==> src/rtl/lkv_pkg.sv <==
// Shared constants, types and key helpers for the LRU key-value cache.
package lkv_pkg;

   // Store geometry
   localparam int ENTRIES   = 16;
   localparam int KEY_WIDTH = 32;
   localparam int IDX_W     = $clog2(ENTRIES);
   localparam int CNT_W     = $clog2(ENTRIES + 1);
   localparam int RANK_W    = IDX_W;
   localparam int TAG_W     = KEY_WIDTH + RANK_W;

   // Field widths
   localparam int DATA_W  = 32;
   localparam int EXT_W   = 64;
   localparam int LIMIT_W = 5;
   localparam int CMP_W   = ((CNT_W > LIMIT_W) ? CNT_W : LIMIT_W) + 1;

   // Limit after reset
   localparam logic [LIMIT_W-1:0] LIMIT_RESET = LIMIT_W'(16);

   // Register port
   localparam int CSR_ADDR_W = 3;
   localparam int CSR_IDX_W  = CSR_ADDR_W - 2;
   localparam int CSR_DATA_W = 32;
   localparam logic [CSR_IDX_W-1:0] REG_ENTRY_LIMIT = CSR_IDX_W'(0);

   // Read data returned by a get that misses
   localparam logic [DATA_W-1:0] READ_MISS = '1;

   typedef enum logic {
      FUNC_GET = 1'b0,
      FUNC_PUT = 1'b1
   } func_type;

   // Result beat, hit in the lowest bit
   typedef struct packed {
      logic [DATA_W-1:0] evicted_key;
      logic              evicted;
      logic [DATA_W-1:0] read_data;
      logic              hit;
   } result_type;

   localparam int RESULT_W    = $bits(result_type);
   localparam int RSP_TDATA_W = ((RESULT_W + 7) / 8) * 8;
   localparam int REQ_TDATA_W = 2 * DATA_W;

   // Sign-extend a request key, then cut it to the stored key width
   function automatic logic [KEY_WIDTH-1:0] key_from_req(input logic [DATA_W-1:0] raw);
      logic [EXT_W-1:0] ext;
      ext = {{(EXT_W - DATA_W){raw[DATA_W-1]}}, raw};
      return ext[KEY_WIDTH-1:0];
   endfunction

   // Low data-width bits of a stored key, zero-extended when the key is narrower
   function automatic logic [DATA_W-1:0] key_low(input logic [KEY_WIDTH-1:0] key);
      logic [EXT_W-1:0] ext;
      ext = EXT_W'(key);
      return ext[DATA_W-1:0];
   endfunction

endpackage

==> src/rtl/lkv_ram.sv <==
// Generic single-write, single-read synchronous RAM with registered read data.
module lkv_ram #(
   parameter int WIDTH = 32,
   parameter int DEPTH = 16
) (
   input  logic                     clock,
   input  logic                     wr_en,
   input  logic [$clog2(DEPTH)-1:0] wr_addr,
   input  logic [WIDTH-1:0]         wr_data,
   input  logic                     rd_en,
   input  logic [$clog2(DEPTH)-1:0] rd_addr,
   output logic [WIDTH-1:0]         rd_data
);

   logic [WIDTH-1:0] mem [DEPTH];
   logic [WIDTH-1:0] rd_data_ff;

   // Write port
   always_ff @(posedge clock) begin
      if (wr_en) begin
         mem[wr_addr] <= wr_data;
      end
   end

   // Read port, data holds until the next read
   always_ff @(posedge clock) begin
      if (rd_en) begin
         rd_data_ff <= mem[rd_addr];
      end
   end

   assign rd_data = rd_data_ff;

endmodule

==> src/rtl/lkv_csr.sv <==
// Register port holding the entry limit.
module lkv_csr (
   input  logic                              clock,
   input  logic                              reset,
   input  logic                              csr_psel,
   input  logic                              csr_penable,
   input  logic                              csr_pwrite,
   input  logic [lkv_pkg::CSR_ADDR_W-1:0]    csr_paddr,
   input  logic [lkv_pkg::CSR_DATA_W-1:0]    csr_pwdata,
   output logic [lkv_pkg::CSR_DATA_W-1:0]    csr_prdata,
   output logic                              csr_pready,
   output logic [lkv_pkg::LIMIT_W-1:0]       entry_limit
);

   logic [lkv_pkg::LIMIT_W-1:0]   limit_ff;
   logic [lkv_pkg::CSR_IDX_W-1:0] reg_idx;
   logic                          wr_access;

   assign reg_idx    = csr_paddr[lkv_pkg::CSR_ADDR_W-1:2];
   assign csr_pready = 1'b1;
   assign wr_access  = csr_psel && csr_penable && csr_pwrite && csr_pready;

   // Take the limit on the access phase of a write
   always_ff @(posedge clock) begin
      if (reset) begin
         limit_ff <= lkv_pkg::LIMIT_RESET;
      end else if (wr_access && (reg_idx == lkv_pkg::REG_ENTRY_LIMIT)) begin
         limit_ff <= csr_pwdata[lkv_pkg::LIMIT_W-1:0];
      end
   end

   // Read mux
   always_comb begin
      unique case (reg_idx)
         lkv_pkg::REG_ENTRY_LIMIT: csr_prdata = lkv_pkg::CSR_DATA_W'(limit_ff);
         default:                  csr_prdata = '0;
      endcase
   end

   assign entry_limit = limit_ff;

endmodule

==> src/rtl/lkv_engine.sv <==
// Lookup engine: scans the tag memory, decides hit, insert or eviction, then re-ranks.
module lkv_engine (
   input  logic                          clock,
   input  logic                          reset,
   input  logic [lkv_pkg::LIMIT_W-1:0]   entry_limit,
   input  logic                          req_valid,
   output logic                          req_ready,
   input  logic                          req_func,
   input  logic [lkv_pkg::DATA_W-1:0]    req_key,
   input  logic [lkv_pkg::DATA_W-1:0]    req_value,
   output logic                          res_valid,
   input  logic                          res_ready,
   output lkv_pkg::result_type           res
);

   typedef enum logic [2:0] {
      ST_IDLE,
      ST_SCAN,
      ST_DECIDE,
      ST_SWEEP,
      ST_RESP
   } state_type;

   state_type                      state_ff;
   logic [lkv_pkg::CNT_W-1:0]      cnt_ff;

   // Request held for the whole operation
   lkv_pkg::func_type              func_ff;
   logic [lkv_pkg::KEY_WIDTH-1:0]  key_ff;
   logic [lkv_pkg::DATA_W-1:0]     value_ff;

   // Occupancy
   logic [lkv_pkg::ENTRIES-1:0]    valid_ff;
   logic [lkv_pkg::CNT_W-1:0]      count_ff;

   // Scan trackers
   logic                           found_ff;
   logic [lkv_pkg::IDX_W-1:0]      found_idx_ff;
   logic [lkv_pkg::RANK_W-1:0]     found_rank_ff;
   logic                           lru_ff;
   logic [lkv_pkg::IDX_W-1:0]      lru_idx_ff;
   logic [lkv_pkg::RANK_W-1:0]     lru_rank_ff;
   logic [lkv_pkg::KEY_WIDTH-1:0]  lru_key_ff;
   logic                           free_ff;
   logic [lkv_pkg::IDX_W-1:0]      free_idx_ff;

   // Re-rank sweep controls
   logic [lkv_pkg::IDX_W-1:0]      target_idx_ff;
   logic [lkv_pkg::CNT_W-1:0]      thr_ff;
   logic                           ins_ff;
   logic                           load_value_ff;

   lkv_pkg::result_type            res_ff;

   // Memory ports
   logic                           tag_wr_en;
   logic [lkv_pkg::TAG_W-1:0]      tag_wr_data;
   logic                           tag_rd_en;
   logic [lkv_pkg::TAG_W-1:0]      tag_rd_data;
   logic                           val_wr_en;
   logic [lkv_pkg::IDX_W-1:0]      val_wr_addr;
   logic                           val_rd_en;
   logic [lkv_pkg::DATA_W-1:0]     val_rd_data;

   // Row under processing (read in the previous cycle)
   logic [lkv_pkg::CNT_W-1:0]      row_cnt;
   logic [lkv_pkg::IDX_W-1:0]      row_idx;
   logic                           row_live;
   logic                           row_valid;
   logic [lkv_pkg::KEY_WIDTH-1:0]  row_key;
   logic [lkv_pkg::RANK_W-1:0]     row_rank;
   logic                           issue_live;

   // Decision terms
   logic                           is_put;
   logic [lkv_pkg::CMP_W-1:0]      lim_eff;
   logic                           need_evict;
   logic                           self_evict;
   logic [lkv_pkg::IDX_W-1:0]      free_sel;
   logic                           sweep_go;

   assign row_cnt    = cnt_ff - lkv_pkg::CNT_W'(1);
   assign row_idx    = row_cnt[lkv_pkg::IDX_W-1:0];
   assign row_live   = (cnt_ff != '0);
   assign issue_live = (cnt_ff < lkv_pkg::CNT_W'(lkv_pkg::ENTRIES));
   assign row_valid  = valid_ff[row_idx];
   assign row_key    = tag_rd_data[lkv_pkg::TAG_W-1:lkv_pkg::RANK_W];
   assign row_rank   = tag_rd_data[lkv_pkg::RANK_W-1:0];

   // Effective limit and the eviction decision for a new key
   always_comb begin
      is_put = (func_ff == lkv_pkg::FUNC_PUT);
      if (lkv_pkg::CMP_W'(entry_limit) > lkv_pkg::CMP_W'(lkv_pkg::ENTRIES)) begin
         lim_eff = lkv_pkg::CMP_W'(lkv_pkg::ENTRIES);
      end else begin
         lim_eff = lkv_pkg::CMP_W'(entry_limit);
      end
      need_evict = (lkv_pkg::CMP_W'(count_ff) + lkv_pkg::CMP_W'(1)) > lim_eff;
      self_evict = need_evict && (count_ff == '0);
      // Lowest invalid slot once the least recent entry is dropped
      if (need_evict && (!free_ff || (lru_idx_ff < free_idx_ff))) begin
         free_sel = lru_idx_ff;
      end else begin
         free_sel = free_idx_ff;
      end
      sweep_go = found_ff || (is_put && !self_evict);
   end

   // Value memory access happens only in the decide cycle
   assign val_wr_en   = (state_ff == ST_DECIDE) && is_put && (found_ff || !self_evict);
   assign val_wr_addr = found_ff ? found_idx_ff : free_sel;
   assign val_rd_en   = (state_ff == ST_DECIDE) && !is_put && found_ff;

   // Tag memory: read one row a cycle, write back the previous row in the sweep
   assign tag_rd_en = ((state_ff == ST_SCAN) || (state_ff == ST_SWEEP)) && issue_live;
   assign tag_wr_en = (state_ff == ST_SWEEP) && row_live;

   always_comb begin
      if (row_idx == target_idx_ff) begin
         tag_wr_data = {(ins_ff ? key_ff : row_key), lkv_pkg::RANK_W'(0)};
      end else if (row_valid && (lkv_pkg::CNT_W'(row_rank) < thr_ff)) begin
         tag_wr_data = {row_key, row_rank + lkv_pkg::RANK_W'(1)};
      end else begin
         tag_wr_data = {row_key, row_rank};
      end
   end

   lkv_ram #(
      .WIDTH (lkv_pkg::TAG_W),
      .DEPTH (lkv_pkg::ENTRIES)
   ) u_tag_ram (
      .clock   (clock),
      .wr_en   (tag_wr_en),
      .wr_addr (row_idx),
      .wr_data (tag_wr_data),
      .rd_en   (tag_rd_en),
      .rd_addr (cnt_ff[lkv_pkg::IDX_W-1:0]),
      .rd_data (tag_rd_data)
   );

   lkv_ram #(
      .WIDTH (lkv_pkg::DATA_W),
      .DEPTH (lkv_pkg::ENTRIES)
   ) u_val_ram (
      .clock   (clock),
      .wr_en   (val_wr_en),
      .wr_addr (val_wr_addr),
      .wr_data (value_ff),
      .rd_en   (val_rd_en),
      .rd_addr (found_idx_ff),
      .rd_data (val_rd_data)
   );

   // Sequencer
   always_ff @(posedge clock) begin
      if (reset) begin
         state_ff <= ST_IDLE;
         cnt_ff   <= '0;
         valid_ff <= '0;
         count_ff <= '0;
         found_ff <= 1'b0;
         lru_ff   <= 1'b0;
         free_ff  <= 1'b0;
      end else begin
         unique case (state_ff)
            ST_IDLE: begin
               if (req_valid) begin
                  func_ff  <= lkv_pkg::func_type'(req_func);
                  key_ff   <= lkv_pkg::key_from_req(req_key);
                  value_ff <= req_value;
                  cnt_ff   <= '0;
                  found_ff <= 1'b0;
                  lru_ff   <= 1'b0;
                  free_ff  <= 1'b0;
                  state_ff <= ST_SCAN;
               end
            end
            ST_SCAN: begin
               cnt_ff <= cnt_ff + lkv_pkg::CNT_W'(1);
               if (row_live) begin
                  // First valid match
                  if (row_valid && (row_key == key_ff) && !found_ff) begin
                     found_ff      <= 1'b1;
                     found_idx_ff  <= row_idx;
                     found_rank_ff <= row_rank;
                  end
                  // Oldest valid entry
                  if (row_valid && (!lru_ff || (row_rank > lru_rank_ff))) begin
                     lru_ff      <= 1'b1;
                     lru_idx_ff  <= row_idx;
                     lru_rank_ff <= row_rank;
                     lru_key_ff  <= row_key;
                  end
                  // Lowest free slot
                  if (!row_valid && !free_ff) begin
                     free_ff     <= 1'b1;
                     free_idx_ff <= row_idx;
                  end
               end
               if (!issue_live) begin
                  state_ff <= ST_DECIDE;
               end
            end
            ST_DECIDE: begin
               cnt_ff            <= '0;
               res_ff.hit        <= found_ff;
               res_ff.read_data  <= (is_put || found_ff) ? '0 : lkv_pkg::READ_MISS;
               res_ff.evicted    <= 1'b0;
               res_ff.evicted_key <= '0;
               load_value_ff     <= !is_put && found_ff;
               ins_ff            <= 1'b0;
               if (found_ff) begin
                  target_idx_ff <= found_idx_ff;
                  thr_ff        <= lkv_pkg::CNT_W'(found_rank_ff);
               end else if (is_put) begin
                  if (self_evict) begin
                     // Nothing held: the new key leaves at once
                     res_ff.evicted     <= 1'b1;
                     res_ff.evicted_key <= lkv_pkg::key_low(key_ff);
                  end else begin
                     if (need_evict) begin
                        res_ff.evicted     <= 1'b1;
                        res_ff.evicted_key <= lkv_pkg::key_low(lru_key_ff);
                        valid_ff[lru_idx_ff] <= 1'b0;
                     end else begin
                        count_ff <= count_ff + lkv_pkg::CNT_W'(1);
                     end
                     valid_ff[free_sel] <= 1'b1;
                     target_idx_ff      <= free_sel;
                     thr_ff             <= lkv_pkg::CNT_W'(lkv_pkg::ENTRIES);
                     ins_ff             <= 1'b1;
                  end
               end
               state_ff <= sweep_go ? ST_SWEEP : ST_RESP;
            end
            ST_SWEEP: begin
               cnt_ff <= cnt_ff + lkv_pkg::CNT_W'(1);
               if (!issue_live) begin
                  if (load_value_ff) begin
                     res_ff.read_data <= val_rd_data;
                  end
                  state_ff <= ST_RESP;
               end
            end
            ST_RESP: begin
               if (res_ready) begin
                  state_ff <= ST_IDLE;
               end
            end
            default: begin
               state_ff <= ST_IDLE;
            end
         endcase
      end
   end

   assign req_ready = (state_ff == ST_IDLE);
   assign res_valid = (state_ff == ST_RESP);
   assign res       = res_ff;

   // Fill count tracks the valid bits
   a_count_matches_valid: assert property (@(posedge clock) disable iff (reset)
      count_ff == lkv_pkg::CNT_W'($countones(valid_ff)))
      else $error("fill count differs from number of valid entries");

   // A hit always points at a live entry
   a_hit_slot_valid: assert property (@(posedge clock) disable iff (reset)
      (state_ff == ST_DECIDE) && found_ff |-> valid_ff[found_idx_ff])
      else $error("hit slot is not valid");

   // An insert never lands on a live entry other than the one being evicted
   a_insert_slot_free: assert property (@(posedge clock) disable iff (reset)
      (state_ff == ST_DECIDE) && is_put && !found_ff && !self_evict |->
         (!valid_ff[free_sel] || (need_evict && (free_sel == lru_idx_ff))))
      else $error("insert slot already occupied");

   // An eviction from a non-empty store has found a victim
   a_victim_found: assert property (@(posedge clock) disable iff (reset)
      (state_ff == ST_DECIDE) && is_put && !found_ff && need_evict && (count_ff != '0)
         |-> lru_ff)
      else $error("eviction without a least recent entry");

endmodule

==> src/rtl/lru_key_value_cache.sv <==
// Top level of the fully associative LRU key-value cache.
//
// Each request takes one pass over the tag memory, one entry a cycle through its single
// read port, to find the key, the least recent entry and the lowest free slot; a hit or an
// insert then takes a second pass over the same port to rewrite the recency ranks. A get
// that misses, or a put that evicts its own key, skips the second pass. One request is
// worked on at a time; the next is accepted while a finished result still waits in the
// output register. Valid bits live in flip-flops cleared by reset, so the block is ready
// right after reset with no clearing pass. The entry limit must be written through the
// register port only while the block is idle; the block itself does not enforce it. A
// limit above the number of slots acts as the number of slots.
module lru_key_value_cache (
   input  logic                                clock,
   input  logic                                reset,
   // Request beats
   input  logic                                req_tvalid,
   output logic                                req_tready,
   // [31:0] lookup_key, [63:32] block_value
   input  logic [lkv_pkg::REQ_TDATA_W-1:0]     req_tdata,
   // [0] func
   input  logic                                req_tuser,
   // Result beats
   output logic                                rsp_tvalid,
   input  logic                                rsp_tready,
   // [0] hit, [32:1] read_data, [33] evicted, [65:34] evicted_key, rest zero
   output logic [lkv_pkg::RSP_TDATA_W-1:0]     rsp_tdata,
   // Register port
   input  logic                                csr_psel,
   input  logic                                csr_penable,
   input  logic                                csr_pwrite,
   input  logic [lkv_pkg::CSR_ADDR_W-1:0]      csr_paddr,
   input  logic [lkv_pkg::CSR_DATA_W-1:0]      csr_pwdata,
   output logic [lkv_pkg::CSR_DATA_W-1:0]      csr_prdata,
   output logic                                csr_pready
);

   logic [lkv_pkg::LIMIT_W-1:0] entry_limit;
   logic                        res_valid;
   logic                        res_ready;
   lkv_pkg::result_type         res;
   logic                        rsp_valid_ff;
   lkv_pkg::result_type         rsp_data_ff;

   lkv_csr u_csr (
      .clock       (clock),
      .reset       (reset),
      .csr_psel    (csr_psel),
      .csr_penable (csr_penable),
      .csr_pwrite  (csr_pwrite),
      .csr_paddr   (csr_paddr),
      .csr_pwdata  (csr_pwdata),
      .csr_prdata  (csr_prdata),
      .csr_pready  (csr_pready),
      .entry_limit (entry_limit)
   );

   lkv_engine u_engine (
      .clock       (clock),
      .reset       (reset),
      .entry_limit (entry_limit),
      .req_valid   (req_tvalid),
      .req_ready   (req_tready),
      .req_func    (req_tuser),
      .req_key     (req_tdata[lkv_pkg::DATA_W-1:0]),
      .req_value   (req_tdata[lkv_pkg::REQ_TDATA_W-1:lkv_pkg::DATA_W]),
      .res_valid   (res_valid),
      .res_ready   (res_ready),
      .res         (res)
   );

   // Output register: take a new result when empty or being drained
   assign res_ready = !rsp_valid_ff || rsp_tready;

   always_ff @(posedge clock) begin
      if (reset) begin
         rsp_valid_ff <= 1'b0;
      end else if (res_ready) begin
         rsp_valid_ff <= res_valid;
      end
   end

   always_ff @(posedge clock) begin
      if (res_ready && res_valid) begin
         rsp_data_ff <= res;
      end
   end

   assign rsp_tvalid = rsp_valid_ff;
   assign rsp_tdata  = lkv_pkg::RSP_TDATA_W'(rsp_data_ff);

endmodule

==> config.mk <==
export PLATFORM = sky130hd
export DESIGN_NAME = lru_key_value_cache
export DESIGN_NICKNAME = d
export VERILOG_FILES = /design/src/rtl/lkv_pkg.sv /design/src/rtl/lkv_ram.sv /design/src/rtl/lkv_csr.sv /design/src/rtl/lkv_engine.sv /design/src/rtl/lru_key_value_cache.sv
export SDC_FILE = /design/constraint.sdc
export NUM_CORES = 1
export LEC_CHECK = 0
export ABC_AREA = 0
export BUFFER_PORTS_ARGS = -buffer_cell sky130_fd_sc_hd__buf_4
export CAP_MARGIN = 0
export CORE_ASPECT_RATIO = 0.5
export CORE_MARGIN = 8
export CORE_UTILIZATION = 45
export DETAILED_ROUTE_END_ITERATION = 7
export SYNTH_ARGS = -nofsm -noshare
export SYNTH_HDL_FRONTEND = slang
export SYNTH_SLANG_ARGS = --single-unit
export TNS_END_PERCENT = 5
==> constraint.sdc <==
create_clock -name clock -period 5.9 [get_ports clock]
set_clock_uncertainty 0.1 [all_clocks]
set_input_delay 0.885 -clock clock [delete_from_list [all_inputs] [get_ports clock]]
set_output_delay 0.885 -clock clock [all_outputs]
set_load 0.02 [all_outputs]
==> results.ini, run 1 <==
[synthesis]
synth-seq-cells = 1454
async_reset_ff_share_pct = 0
seq_area_frac_synth_pct = 77.97
netlist_area_mm2 = 0.05551
avgSynthCellArea_um2 = 21.99
synth-edff-count = 1416
synth_top_flop_cell = edfxtp_1
synth_cell_types = 72
synth_warnings = 0
postSynthCellCount = 2524

[final_layout]
layout.nets = 2882
layout-drive-gt1-share_pct = 30.13
multi_input_area_mm2 = 0.01181
seqCellArea_mm2 = 0.04330
n_antenna_cell = 0
syn_to_final_growth_pct = 13.58
final_common_cell = edfxtp_1
final_cell_mix = edfxtp_1 (1416), mux4_2 (345), buf_4 (214)
final_area_mm2 = 0.06305
nFillCells = 9597

[clocking]
hold_buffers = 0
htree_levels = 4
path_clk_slew_ps = 70
cts_sinks = 1454
clk_latency_ps = 760
clock-root-buffer = clkbuf_16
cts_setup_buffers = 0
post_cts_resized = 0
cts_buffer_depth = 3
cts_made_buffers = 131
cts_tree = built

[job]
maxCapViolCount = 0

[placement]
placed_area_mm2 = 0.05893
gp_congestion = 0.7714
detailed_place_hpwl_um = 67660
portBuffers = 150

[sta]
setup_tns_ps = 0
fin_crit_ps = 4633
rsz0062_at_grt = no
worst-slew-pin-transition_ps = 1161
timing.final.crit_share_pct = 78.52
setup_violations = 0
relSlewSlack_pct = 22.61
final_hold_viol_count = 0
fmax_mhz = 215.9
slew_viol_final = 0

[global_routing]
antenna_found_initial = 1
grt_max_degree = 150
gr-usage-all-layers_pct = 18.00
grt_pass1_wl_um = 180800
grt_pass1_vias = 26420
overflow = 0

[detailed_routing]
drtPass1Iterations = 5
wl_per_cell_um = 27.49
drc = 0
dr.first_iter.drc_count = 2678
antenna_left = 0
viasPerCell = 5.681
finalWirelength_um = 123200
vias = 25460

[pwr]
ir_worst_vdd_uv = 253.2
leakagePower_nw = 19.74
power_density_mw_per_mm2 = 322.6

[run_status]
status = complete, no violations

[floorplanning]
num_rows = 91
core_mm2 = 0.1229
io_pins = 214
die_h_um = 264.4
die_area_mm2 = 0.1355
die_w_um = 512.7
start_util_pct = 45.19

[setup_path]
critPathLaunchType = register
end_kind = register
cp_max_fo = 20
critPathRequiredTime_ps = 6240
path_class = reg2reg
crit_arrival_ps = 4970

[min_path]
min_path_type = in2reg

final cells by class:
type                            count  area share [%]
Clock buffer                      163           5.558
Inverter                           28          0.1746
Clock inverter                     73          0.9724
Multi-Input combinational cell    918           18.72
Timing Repair Buffer              218           2.675
Tap cell                         1627           3.229
Sequential cell                  1454           68.67
stage by stage:
step | hold WS [ps] | utilization (%) | std cells | total power [mW] | setup WS, ps
after floorplan | 300.3 | - | 2556 | 12.04 | 899.7
after global placement | 301.7 | 47.97 | 4245 | 12.23 | 1324
after detailed placement | 304.5 | 47.97 | 4245 | 12.24 | 1241
after CTS | 125.0 | 51.32 | 4481 | 20.55 | 1210
after global routing | 147.2 | 51.32 | 4481 | 20.95 | 948.6
final | 190.3 | 51.32 | 4481 | 20.34 | 1267
critical path, stage by stage, from the launching register on:
cell and delay [ps]:
dfxtp_1 440, ha_1 270, nand3_1 110, xnor2_1 150
ha_1 290, and3_1 180, nand3_1 140, a21boi_1 250
o21ai_0 490, o211a_1 270, or3b_1 540, nor2_4 680
buf_4 380
cell usage after synthesis (all sizes together), types with 24 or more instances:
cell    number  area [um^2]
a21oi       47        235.2
a31o        34        297.8
buf         80        483.0
clkbuf      76        285.3
dfxtp       38        760.7
edfxtp    1416        42520
ha          24        300.3
inv         27        101.4
mux2        33        371.6
mux4       345         7770
nand2       95        359.1
nor2        69        261.5
o21ai       25        128.9
xnor2       40        376.6
power by group:
group          switching [mW]  internal (mW)
combinational           0.335          0.239
sequential             0.0719           11.4
clock                    3.74           4.59
total                    4.15           16.2
routing by layer:
metal	share of wire [%]	routed length [um]	vias up	global-route usage, %
met3	5.5	6789	131	3.097
met2	49	60110	734	29.26
met4	1.6	1917	0	4.178
met5	0	0	-	0
met1	44	54370	13710	25.75
li1	-	-	10880	-
sequential cells by signal, indices dropped and copies added (netlist names), 4 cells and up:
signal,flops
rsp_tdata,66
u_csr.entry_limit,5
u_engine.cnt_ff,5
u_engine.count_ff,5
u_engine.found_idx_ff,4
u_engine.found_rank_ff,4
u_engine.free_idx_ff,4
u_engine.key_ff,32
u_engine.lru_idx_ff,4
u_engine.lru_key_ff,32
u_engine.lru_rank_ff,4
u_engine.res,66
u_engine.target_idx_ff,4
u_engine.thr_ff,5
u_engine.u_tag_ram.mem,576
u_engine.u_tag_ram.rd_data,36
u_engine.u_val_ram.mem,512
u_engine.u_val_ram.rd_data,32
u_engine.valid_ff,16
u_engine.value_ff,32
kinds of logic (layout without fill, tap and decap cells):
| group | Yosys count | after routing | synth area share (%) |
|---|---|---|---|
| other | 2 | 34 | 0.01353 |
| xor gates and xnor gates | 46 | 46 | 0.7731 |
| and+or+nand+nor | 263 | 263 | 2.267 |
| buffers and inverters | 184 | 482 | 1.582 |
| muxes | 384 | 384 | 14.77 |
| DFF | 1454 | 1454 | 77.97 |
| adders and majority gates | 24 | 24 | 0.5409 |
| AOI/OAI and AO/OA | 167 | 167 | 2.080 |
worst paths after layout:
path | from | slack (ps) | cells past startpoint | end
worst max-delay path | u_engine.count_ff[0] | 1270 | 12 | u_engine.u_val_ram.mem[0][23]
worst min-delay path | req_tdata[14] | 190 | 1 | u_engine.key_ff[14]
worst max register to register | u_engine.count_ff[0] | 1270 | 12 | u_engine.u_val_ram.mem[0][23]
worst min register to register | u_engine.res[13] | 320 | 0 | rsp_tdata[13]
Power figures use the tool's default switching activity.
==> inputs of run 2 (changes only) <==
==> constraint.sdc (replaced) <==
create_clock -name clock -period 4.9 [get_ports clock]
set_clock_uncertainty 0.1 [all_clocks]
set_input_delay 0.735 -clock clock [delete_from_list [all_inputs] [get_ports clock]]
set_output_delay 0.735 -clock clock [all_outputs]
set_load 0.02 [all_outputs]
==> results.ini, run 2 (synthesis gave the netlist of run 1 again) <==
[sta]
slew_viol_final = 0  ; unchanged
setup_tns_ps = 0  ; unchanged
setup_violations = 0  ; unchanged
final_hold_viol_count = 0  ; unchanged
rsz0062_at_grt = no
fin_crit_ps = 4341  ; -291.7 ps
relSlewSlack_pct = 26.27  ; +3.7 points
fmax_mhz = 230.4  ; +6.7%
timing.final.crit_share_pct = 88.59  ; +10 points
worst-slew-pin-transition_ps = 1106  ; -54.85 ps

[pwr]
p_int_mw = 19.60  ; +21%
leakagePower_nw = 19.91  ; +0.87%
clkPwrFrac_pct = 41.0  ; about the same
switching_share_pct = 20.01  ; -0.40 points
combPwrFrac_pct = 2.9  ; about the same
p_sw_mw = 4.904  ; +18%
power_density_mw_per_mm2 = 386.0  ; +20%
pwr-share-seq_pct = 56.2  ; about the same
ir_worst_vdd_uv = 362.0  ; +43%

[floorplanning]
die_h_um = 264.4  ; unchanged
io_pins = 214  ; unchanged
num_rows = 91  ; unchanged
die_area_mm2 = 0.1355  ; unchanged
die_w_um = 512.7  ; unchanged
start_util_pct = 45.19  ; unchanged
core_mm2 = 0.1229  ; unchanged

[placement]
placed_area_mm2 = 0.05924  ; +0.53%
portBuffers = 150  ; unchanged
gp_congestion = 0.7630  ; -1.1%
detailed_place_hpwl_um = 64920  ; -4.0%

[final_layout]
final_cell_mix = edfxtp_1 (1416), mux4_2 (345), buf_4 (202)
seqCellArea_mm2 = 0.04330  ; unchanged
final_common_cell = edfxtp_1
regMostFlops = u_engine.u_tag_ram.mem
multi_input_area_mm2 = 0.01181  ; unchanged
final_area_mm2 = 0.06350  ; +0.71%
layout-drive-gt1-share_pct = 30.55  ; +0.42 points
n_antenna_cell = 0  ; unchanged
fin_util_pct = 51.68  ; +0.36 points
syn_to_final_growth_pct = 14.38
layout.nets = 2901  ; +0.66%
largest_register_ffs = 576  ; unchanged
nFillCells = 9501  ; -1.0%
reg_top3 = u_engine.u_tag_ram.mem (576), u_engine.u_val_ram.mem (512)

[job]
maxCapViolCount = 0  ; unchanged

[setup_path]
worstPathCellList = ha_1 -> nand3_1 -> xnor2_1 -> ha_1 -> and3_1 -> nand3_1 -> a21boi_1 -> o21ai_0 -> o211a_1 -> or3b_1 -> nor2_4 -> buf_4
end_kind = register
cp_max_fo = 12  ; -40%
crit_arrival_ps = 4690  ; -280 ps
critPathLaunchType = register
critPathTopFamily = simple AND/OR/NAND/NOR gates
cpPeakStageDelay_ps = 540  ; -140 ps
worst-path-buf-inv = 1  ; unchanged
crit_slowest_cell = or3b_1
critPathRequiredTime_ps = 5240  ; -1000 ps
path_class = reg2reg

[clocking]
clock-root-buffer = clkbuf_16
clk_latency_ps = 750  ; about the same
htree_levels = 4  ; unchanged
cts_sinks = 1454  ; unchanged
cts_buffer_depth = 3  ; unchanged
path_clk_slew_ps = 70  ; about the same
post_cts_resized = 0  ; unchanged
cts_setup_buffers = 0  ; unchanged
cts_tree = built
cts_made_buffers = 130  ; -0.76%

[detailed_routing]
viasPerCell = 5.692  ; +0.19%
dr.first_iter.drc_count = 2604  ; -2.8%
wl_per_cell_um = 27.26  ; -0.83%
drtPass1Iterations = 5  ; unchanged
drc = 0  ; unchanged
finalWirelength_um = 122500  ; -0.54%
vias = 25580  ; +0.48%
antenna_left = 0  ; unchanged

[global_routing]
grt_max_degree = 150  ; unchanged
grt_pass1_vias = 26890  ; +1.8%
grtUsageMet3_pct = 2.862  ; -0.23 points
grt_pass1_wl_um = 181000  ; +0.12%
overflow = 0  ; unchanged
top_usage_layer = met2
gr-usage-all-layers_pct = 18.01  ; about the same
grtUsageMet2_pct = 29.75  ; +0.49 points
use_met1_pct = 25.37  ; -0.38 points
antenna_found_initial = 3  ; +2

[run_status]
status = complete, no violations

[min_path]
min_path_type = in2reg

run 2: changes by cell type in the layout (fill, tap and decap cells not counted), sizes merged:
cell | before | now
inv | 33 | 31
buf | 218 | 226
dlygate4sd3 | 0 | 12
clkbuf | 163 | 168
bufinv | 8 | 7
clkinvlp | 3 | 4
clkinv | 57 | 47
run 2: layout make-up:
class	instances	share of cell area, %
Timing Repair Buffer	238	3.334
Inverter	28	0.1734
Clock buffer	168	5.748
Sequential cell	1454	68.19
Clock inverter	61	0.7606
Multi-Input combinational cell	918	18.59
Tap cell	1627	3.206
run 2: power groups by stage:
stage          sequential, mW  combinational (mW)  clock, mW
6_report                 13.8               0.699       10.0
5_1_grt                  13.8               0.759       10.8
4_1_cts                  13.8               0.711       10.3
3_5_place_dp             14.0               0.701          0
3_3_place_gp             14.0               0.686          0
2_1_floorplan            14.0               0.495          0
run 2: metrics by stage:
step | setup slack, ps | power (mW) | hold slack [ps] | cells
global placement | 570.5 | 14.72 | 302.5 | 4253
finish | 559.2 | 24.51 | 61.89 | 4494
floorplan | 503.9 | 14.49 | 300.3 | 2556
global route | 241.3 | 25.28 | 24.17 | 4494
detailed placement | 574.7 | 14.74 | 304.5 | 4253
CTS | 544.0 | 24.76 | 0.04863 | 4494
run 2: worst register-to-register path, stage by stage, from the launching register on:
cell      delay, ps
dfxtp_1         440
ha_1            270
nand3_1         110
xnor2_1         150
ha_1            290
and3_1          180
nand3_1         140
a21boi_1        250
o21ai_0         530
o211a_1         290
or3b_1          540
nor2_4          500
buf_4           280
run 2: final timing paths:
kind / startpoint / endpoint / slack [ps] / depth (start not counted)
hold / removal: req_tdata[34] / u_engine.value_ff[2] / 60 / 1
hold reg to reg: u_engine.res[10] / rsp_tdata[10] / 320 / 0
setup / recovery: u_engine.count_ff[0] / u_engine.u_val_ram.mem[3][22] / 560 / 12
setup reg to reg: u_engine.count_ff[0] / u_engine.u_val_ram.mem[3][22] / 560 / 12
run 2: layer usage:
| layer | vias to the layer above | wire (um) |
|---|---|---|
| met5 | - | 0 |
| met4 | 0 | 2041 |
| met3 | 150 | 6306 |
| met2 | 701 | 60500 |
| met1 | 13810 | 53680 |
| li1 | 10920 | - |
run 2: timing repair:
item | 4_1_cts | 5_1_grt
hold buffers | 12 | 0
hold endpoints to repair | 12 | 0
setup endpoints to repair | 0 | 0
